File: config.mk
export PLATFORM = sky130hd
export DESIGN_NAME = double_ended_queue_unit
export DESIGN_NICKNAME = d
export VERILOG_FILES = /design/src/rtl/core/dqu_pkg.sv /design/src/rtl/core/dqu_cell.sv /design/src/rtl/core/double_ended_queue_unit.sv
export SDC_FILE = /design/constraint.sdc
export NUM_CORES = 1
export LEC_CHECK = 0
export BUFFER_PORTS_ARGS = -buffer_cell sky130_fd_sc_hd__buf_2
export CORE_UTILIZATION = 35
export CTS_CLUSTER_SIZE = 8
export DETAILED_ROUTE_END_ITERATION = 8
export SKIP_CTS_REPAIR_TIMING = 1
export SLEW_MARGIN = 15
export SYNTH_ARGS = -nofsm -noshare
export SYNTH_HDL_FRONTEND = slang
export SYNTH_HIERARCHICAL = 1
export SYNTH_SLANG_ARGS = --single-unit
File: constraint.sdc
create_clock -name clock -period 5.8 [get_ports clock]
set_input_delay 0.29 -clock clock [delete_from_list [all_inputs] [get_ports clock]]
set_output_delay 0.29 -clock clock [all_outputs]
set_load 0.01 [all_outputs]
File: src/rtl/core/dqu_pkg.sv
// Shared constants, codes and types for the double-ended queue unit.
package dqu_pkg;

   localparam int DEPTH       = 16;
   localparam int DATA_WIDTH  = 32;
   localparam int IDX_WIDTH   = $clog2(DEPTH);
   localparam int COUNT_WIDTH = $clog2(DEPTH + 1);

   localparam logic [2:0] ACT_PUSH_TAIL = 3'd0;
   localparam logic [2:0] ACT_PUSH_HEAD = 3'd1;
   localparam logic [2:0] ACT_POP_TAIL  = 3'd2;
   localparam logic [2:0] ACT_POP_HEAD  = 3'd3;
   localparam logic [2:0] ACT_PEEK_TAIL = 3'd4;
   localparam logic [2:0] ACT_PEEK_HEAD = 3'd5;

   localparam logic [1:0] ST_OK        = 2'd0;
   localparam logic [1:0] ST_UNDERFLOW = 2'd1;
   localparam logic [1:0] ST_OVERFLOW  = 2'd2;

   typedef logic [DATA_WIDTH-1:0] elem_type;

   typedef struct packed {
      logic shift_r;
      logic shift_l;
   } shift_ctl_type;

endpackage

File: src/rtl/core/dqu_cell.sv
// One cell of the deque row: holds one element, loaded or taken from a neighbor.
module dqu_cell (
   input  logic                  clock,
   input  dqu_pkg::shift_ctl_type ctl,
   input  logic                  load_en,
   input  dqu_pkg::elem_type     load_data,
   input  dqu_pkg::elem_type     left_data,
   input  dqu_pkg::elem_type     right_data,
   output dqu_pkg::elem_type     cell_data
);

   dqu_pkg::elem_type cell_data_ff;
   dqu_pkg::elem_type cell_data_in;

   always_comb begin
      cell_data_in = cell_data_ff;
      if (ctl.shift_r) begin
         cell_data_in = left_data;
      end else if (ctl.shift_l) begin
         cell_data_in = right_data;
      end else if (load_en) begin
         cell_data_in = load_data;
      end
   end

   always_ff @(posedge clock) begin
      cell_data_ff <= cell_data_in;
   end

   assign cell_data = cell_data_ff;

endmodule

File: src/rtl/core/double_ended_queue_unit.sv
// Top level of the double-ended queue unit: control, count and a row of shifting cells.
// An accepted request's response is registered and shows in the cycle after acceptance.
// Throughput: one request per cycle; a stalled response blocks requests until taken.
// Elements live in a row of cells, head in cell 0; head pushes and pops shift the row.
// Reset clears the element count and the response valid; cell contents are not cleared.
module double_ended_queue_unit (
   input  logic                           clock,
   input  logic                           reset,
   input  logic                           req_valid,
   output logic                           req_stall,
   input  logic [2:0]                     req_action,
   input  logic signed [31:0]             req_value,
   output logic                           rsp_valid,
   input  logic                           rsp_stall,
   output logic signed [31:0]             rsp_data,
   output logic [4:0]                     rsp_count,
   output logic                           rsp_empty_res,
   output logic [1:0]                     rsp_status
);

   localparam int DEPTH = dqu_pkg::DEPTH;

   logic [dqu_pkg::COUNT_WIDTH-1:0] count_ff;
   logic [dqu_pkg::COUNT_WIDTH-1:0] count_in;
   logic                            rsp_valid_ff;
   logic                            rsp_valid_in;
   logic signed [31:0]              rsp_data_ff;
   logic signed [31:0]              rsp_data_in;
   logic [4:0]                      rsp_count_ff;
   logic [4:0]                      rsp_count_in;
   logic                            rsp_empty_ff;
   logic                            rsp_empty_in;
   logic [1:0]                      rsp_status_ff;
   logic [1:0]                      rsp_status_in;

   logic                            accept;
   logic                            is_full;
   logic                            is_empty;
   logic                            push_tail;
   dqu_pkg::shift_ctl_type          ctl;
   dqu_pkg::elem_type               elem;
   dqu_pkg::elem_type               read_elem;
   logic [dqu_pkg::IDX_WIDTH-1:0]   tail_idx;
   dqu_pkg::elem_type               cell_q [DEPTH];

   assign req_stall = rsp_valid_ff & rsp_stall;
   assign accept    = req_valid & ~req_stall;
   assign is_full   = (count_ff == dqu_pkg::COUNT_WIDTH'(DEPTH));
   assign is_empty  = (count_ff == '0);
   assign elem      = dqu_pkg::DATA_WIDTH'($unsigned(req_value));
   assign tail_idx  = dqu_pkg::IDX_WIDTH'(count_ff - 1'b1);

   always_comb begin
      count_in      = count_ff;
      ctl           = '0;
      push_tail     = 1'b0;
      read_elem     = '0;
      rsp_status_in = dqu_pkg::ST_OK;
      case (req_action)
         dqu_pkg::ACT_PUSH_TAIL, dqu_pkg::ACT_PUSH_HEAD: begin
            if (is_full) begin
               rsp_status_in = dqu_pkg::ST_OVERFLOW;
            end else begin
               count_in = count_ff + 1'b1;
               if (req_action == dqu_pkg::ACT_PUSH_TAIL) begin
                  push_tail = accept;
               end else begin
                  ctl.shift_r = accept;
               end
            end
         end
         dqu_pkg::ACT_POP_TAIL, dqu_pkg::ACT_PEEK_TAIL: begin
            if (is_empty) begin
               rsp_status_in = dqu_pkg::ST_UNDERFLOW;
            end else begin
               read_elem = cell_q[tail_idx];
               if (req_action == dqu_pkg::ACT_POP_TAIL) begin
                  count_in = count_ff - 1'b1;
               end
            end
         end
         dqu_pkg::ACT_POP_HEAD, dqu_pkg::ACT_PEEK_HEAD: begin
            if (is_empty) begin
               rsp_status_in = dqu_pkg::ST_UNDERFLOW;
            end else begin
               read_elem = cell_q[0];
               if (req_action == dqu_pkg::ACT_POP_HEAD) begin
                  count_in    = count_ff - 1'b1;
                  ctl.shift_l = accept;
               end
            end
         end
         default: begin
         end
      endcase
      rsp_data_in  = 32'(read_elem);
      rsp_count_in = 5'(count_in);
      rsp_empty_in = (count_in == '0);
      rsp_valid_in = accept | req_stall;
   end

   for (genvar i = 0; i < DEPTH; i++) begin : g_cell
      dqu_pkg::elem_type left_data;
      dqu_pkg::elem_type right_data;
      if (i == 0) begin : g_first
         assign left_data = elem;
      end else begin : g_left
         assign left_data = cell_q[i-1];
      end
      if (i == DEPTH - 1) begin : g_last
         assign right_data = cell_q[i];
      end else begin : g_right
         assign right_data = cell_q[i+1];
      end
      dqu_cell u_cell (
         .clock      (clock),
         .ctl        (ctl),
         .load_en    (push_tail && (count_ff == dqu_pkg::COUNT_WIDTH'(i))),
         .load_data  (elem),
         .left_data  (left_data),
         .right_data (right_data),
         .cell_data  (cell_q[i])
      );
   end

   always_ff @(posedge clock) begin
      if (reset) begin
         count_ff     <= '0;
         rsp_valid_ff <= 1'b0;
      end else begin
         if (accept) begin
            count_ff <= count_in;
         end
         rsp_valid_ff <= rsp_valid_in;
      end
   end

   always_ff @(posedge clock) begin
      if (accept) begin
         rsp_data_ff   <= rsp_data_in;
         rsp_count_ff  <= rsp_count_in;
         rsp_empty_ff  <= rsp_empty_in;
         rsp_status_ff <= rsp_status_in;
      end
   end

   assign rsp_valid     = rsp_valid_ff;
   assign rsp_data      = rsp_data_ff;
   assign rsp_count     = rsp_count_ff;
   assign rsp_empty_res = rsp_empty_ff;
   assign rsp_status    = rsp_status_ff;

   a_count_bound: assert property (@(posedge clock) disable iff (reset)
      count_ff <= dqu_pkg::COUNT_WIDTH'(DEPTH))
      else $error("element count exceeds depth");

   a_accept_rsp: assert property (@(posedge clock) disable iff (reset)
      accept |=> rsp_valid_ff && rsp_count_ff == 5'(count_ff))
      else $error("response missing or count mismatch after request");

   a_empty_flag: assert property (@(posedge clock) disable iff (reset)
      rsp_valid_ff |-> (rsp_empty_ff == (rsp_count_ff == 5'd0)))
      else $error("empty flag disagrees with count");

   a_overflow: assert property (@(posedge clock) disable iff (reset)
      rsp_valid_ff && rsp_status_ff == dqu_pkg::ST_OVERFLOW |->
         rsp_count_ff == 5'(DEPTH) && rsp_data_ff == '0)
      else $error("overflow reported while not full");

   a_underflow: assert property (@(posedge clock) disable iff (reset)
      rsp_valid_ff && rsp_status_ff == dqu_pkg::ST_UNDERFLOW |->
         rsp_empty_ff && rsp_data_ff == '0)
      else $error("underflow reported while not empty");

endmodule

==> out/results.ini <==
[sta]
timing.fmax_mhz=274.0
maxSlewViolCount=0
fin_hold_viols=0
rsz_0062_raised_after_global_routing=false
post-route-period-util_pct=62.92
max_slew_margin_pct=17.00
setup_violations=0
setup_tns_ns=0
max_slew.worst_pin.slew_ns=1.245
final.setup_skew_ns=0.01280
holdWs_ns=0.08749
post-route-min-period_ns=3.650

[route]
drt_drc_violations_left=0
drt_pre_antenna_iters=5
drt_iter0_drc=2089
antenna_violating_nets_post_route=0
avgRoutedWirePerCell_microns=21.29
vias=22130
drt_wl_total_mm=86.25
route.detailed.vias_per_inst=5.462

[hold_path]
timing.hold.worst_path_depth=4
worst_hold_path_type=primary input to register
worstHoldStart=rsp_stall

[worst_setup_path]
critical_path_peak_fanout=169
crit_path_end_kind=register
critPathKind=register to register
ff2ff_path_depth=6
critical_path.startpoint=count_ff[3]$_SDFFE_PP0P_
worst-endpoint-required_ns=6.14
crit-reg2reg-launch=count_ff[3]$_SDFFE_PP0P_
cp-start-kind=register
crit_arrival_ns=3.99

[cells_and_area]
final_core_util_pct=38.30
post_route_cells_drive_above_1_share_pct=13.20
stdcell_count=4051
layout.nets=2831
filler_cell_count=9122
syn_to_final_growth_pct=8.218

[synthesis]
yosys_warnings=6
postSynthCellCount=2812
synth-async-reset-ratio_pct=0
synth_largest_type_area_fraction_pct=50.03
synth_nets=2860
postSynthAreaPerCell_sq_um=11.78
yosysTopAreaCell=edfxtp_1
mappedNetlistArea_sq_um=33130
synth_edf_count=552
synth_flop_cell=edfxtp_1
ys_types=48
yosys-top-cells-area=edfxtp_1 (50%), mux2i_1 (16%), mux4_2 (8.7%)
synth_seq_cells=558
ys_seq_area_share_pct=50.40

[grt]
met1_usage_pct=24.75
initial_antenna_violation_count=7
grt_use_met2_pct=29.58
grt_usage_pct=17.95
gr-total-overflow=0
groute.layer.met3.usage_pct=2.111
grt_pass1_wl_mm=133.4
pin_count_of_the_biggest_net_entering_global_routing=213
grt_pass1_vias=21590
grt_most_used_layer=met2

[clock_network]
clock_transition_at_the_registers_of_the_reported_paths_ns=0.06
clock_buffers_created_by_tritoncts=79
clock_latency_at_the_later_pin_of_the_worst_skew_pair_ns=0.62
h-tree-depth=3
clk_path_buf_depth=3
clock-sinks=558
tritoncts_clock_tree=done
root_cell_of_the_clock_tree=clkbuf_16

[floorplan]
design.die.area_sq_um=95890
die_width_microns=309.7
floorplan.rows=112
pin_count=81
initial_core_util_pct=35.39
die_boundary_height_microns=309.7
coreArea_sq_um=93610

[pwr]
powerDensity_nw_per_um2=291.9
peak_supply_drop_v=0.0002053
total_leakage_power_nw=10.60
power_mw=10.47

[job]
max_cap_violations=0

[place]
gp_congestion=0.7585
place.port_buffers=80
place_inst=3954
place.detailed.hpwl_mm=49.22

[status]
run_status=finished clean

==> worst max-delay path, stage by stage (launching register included) <==
cell	delay [ns]
dfxtp_1	0.91
nand4bb_4	0.33
nand3_1	0.13
nor2_4	0.62
buf_12	0.45
buf_12	0.50
o21ai_1	0.20
==> cell type report <==
| type | count | area [sq um] | share of cell area (%) |
|---|---|---|---|
| Antenna cell | 2 | 5.005 | 0.01396 |
| Clock buffer | 85 | 1999 | 5.577 |
| Clock inverter | 8 | 91.34 | 0.2548 |
| Inverter | 10 | 37.54 | 0.1047 |
| Multi-Input combinational cell | 2010 | 14530 | 40.52 |
| Sequential cell | 558 | 16700 | 46.58 |
| Tap cell | 1254 | 1569 | 4.376 |
| Timing Repair Buffer | 124 | 923.4 | 2.576 |
==> placed cells by master, fill, tap and decap left out, drive strengths merged, types with 2 or more instances in the layout <==
| cell type | synthesis | routed |
|---|---|---|
| clkbuf | 34 | 85 |
| nor4bb | 2 | 2 |
| nor2b | 5 | 5 |
| clkinv | 0 | 3 |
| nor2 | 26 | 26 |
| or2 | 3 | 3 |
| a31oi | 2 | 2 |
| nor3 | 8 | 8 |
| dfxtp | 6 | 6 |
| xnor2 | 3 | 3 |
| a21oi | 68 | 68 |
| a211oi | 4 | 4 |
| dlygate4sd3 | 0 | 2 |
| diode | 0 | 2 |
| and2 | 2 | 2 |
| mux4 | 128 | 128 |
| nand2b | 4 | 4 |
| mux2i | 515 | 515 |
| o22ai | 2 | 2 |
| or3 | 16 | 16 |
| and3 | 2 | 2 |
| a211o | 32 | 32 |
| buf | 200 | 122 |
| ha | 9 | 9 |
| nand3 | 4 | 4 |
| edfxtp | 552 | 552 |
| o21ai | 513 | 513 |
| inv | 10 | 15 |
| nor3b | 2 | 2 |
| nand2 | 648 | 648 |
==> synth_stat cells, types with 2 or more instances <==
cell type  instances
dfxtp_1            6
nor3_1             7
nor2b_1            5
buf_12            48
buf_6             22
mux4_2           128
nand2b_1           3
a211oi_1           4
and2_1             2
buf_4              5
nand2_1          647
ha_1               9
a211o_1           32
buf_1              8
nor3b_1            2
nor2_1            26
or2_2              3
xnor2_1            2
a21oi_1           68
buf_2            117
or3_1             16
o21ai_0           33
clkbuf_1          34
a31oi_1            2
edfxtp_1         552
nor4bb_1           2
o21ai_1          480
and3_1             2
nand3_1            4
inv_1             10
mux2i_1          515
o22ai_1            2
==> report_power, final <==
group | internal (mW) | switching [mW]
logic | 0.552 | 0.903
clock network | 2.42 | 1.73
registers | 4.72 | 0.135
total | 7.70 | 2.77
==> per-stage QoR <==
stage               setup WS (ns)  area (sq um)
finish                      2.150         35850
global route                1.924         35850
CTS                         2.187         35810
detailed placement          2.213         33720
global placement            2.215         33710
floorplan                   1.040         33130
==> worst paths after layout <==
kind | end | slack, ns
setup reg to reg | g_cell[6].u_cell/cell_data[13]$_DFFE_PP_ | 2.15
hold / removal | rsp_valid$_SDFF_PP0_ | 0.09
hold reg to reg | g_cell[7].u_cell/cell_data[24]$_DFFE_PP_ | 0.58
setup / recovery | g_cell[6].u_cell/cell_data[13]$_DFFE_PP_ | 2.15
==> registers in the layout (all words and copies together) (netlist names) <==
register and cells:
count_ff 5, g_cell.u_cell/cell_data 512, rsp_count 5, rsp_data 32, rsp_empty_res 1, rsp_status 2, rsp_valid 1
==> kinds of logic after synthesis <==
| kind of cell | synth area share, % |
|---|---|
| compound gates | 9.952 |
| xor+xnor | 0.1284 |
| fa+ha+maj | 0.3399 |
| buf+inv | 6.118 |
| flops | 50.40 |
| mux | 24.26 |
| simple gates | 8.804 |
==> metal layers <==
layer	part of all wire, %	vias up
li1	-	10380
met1	45	11020
met2	48	626
met3	5.1	105
met4	2.2	2
met5	0.012	-
Power figures use the tool's default switching activity.
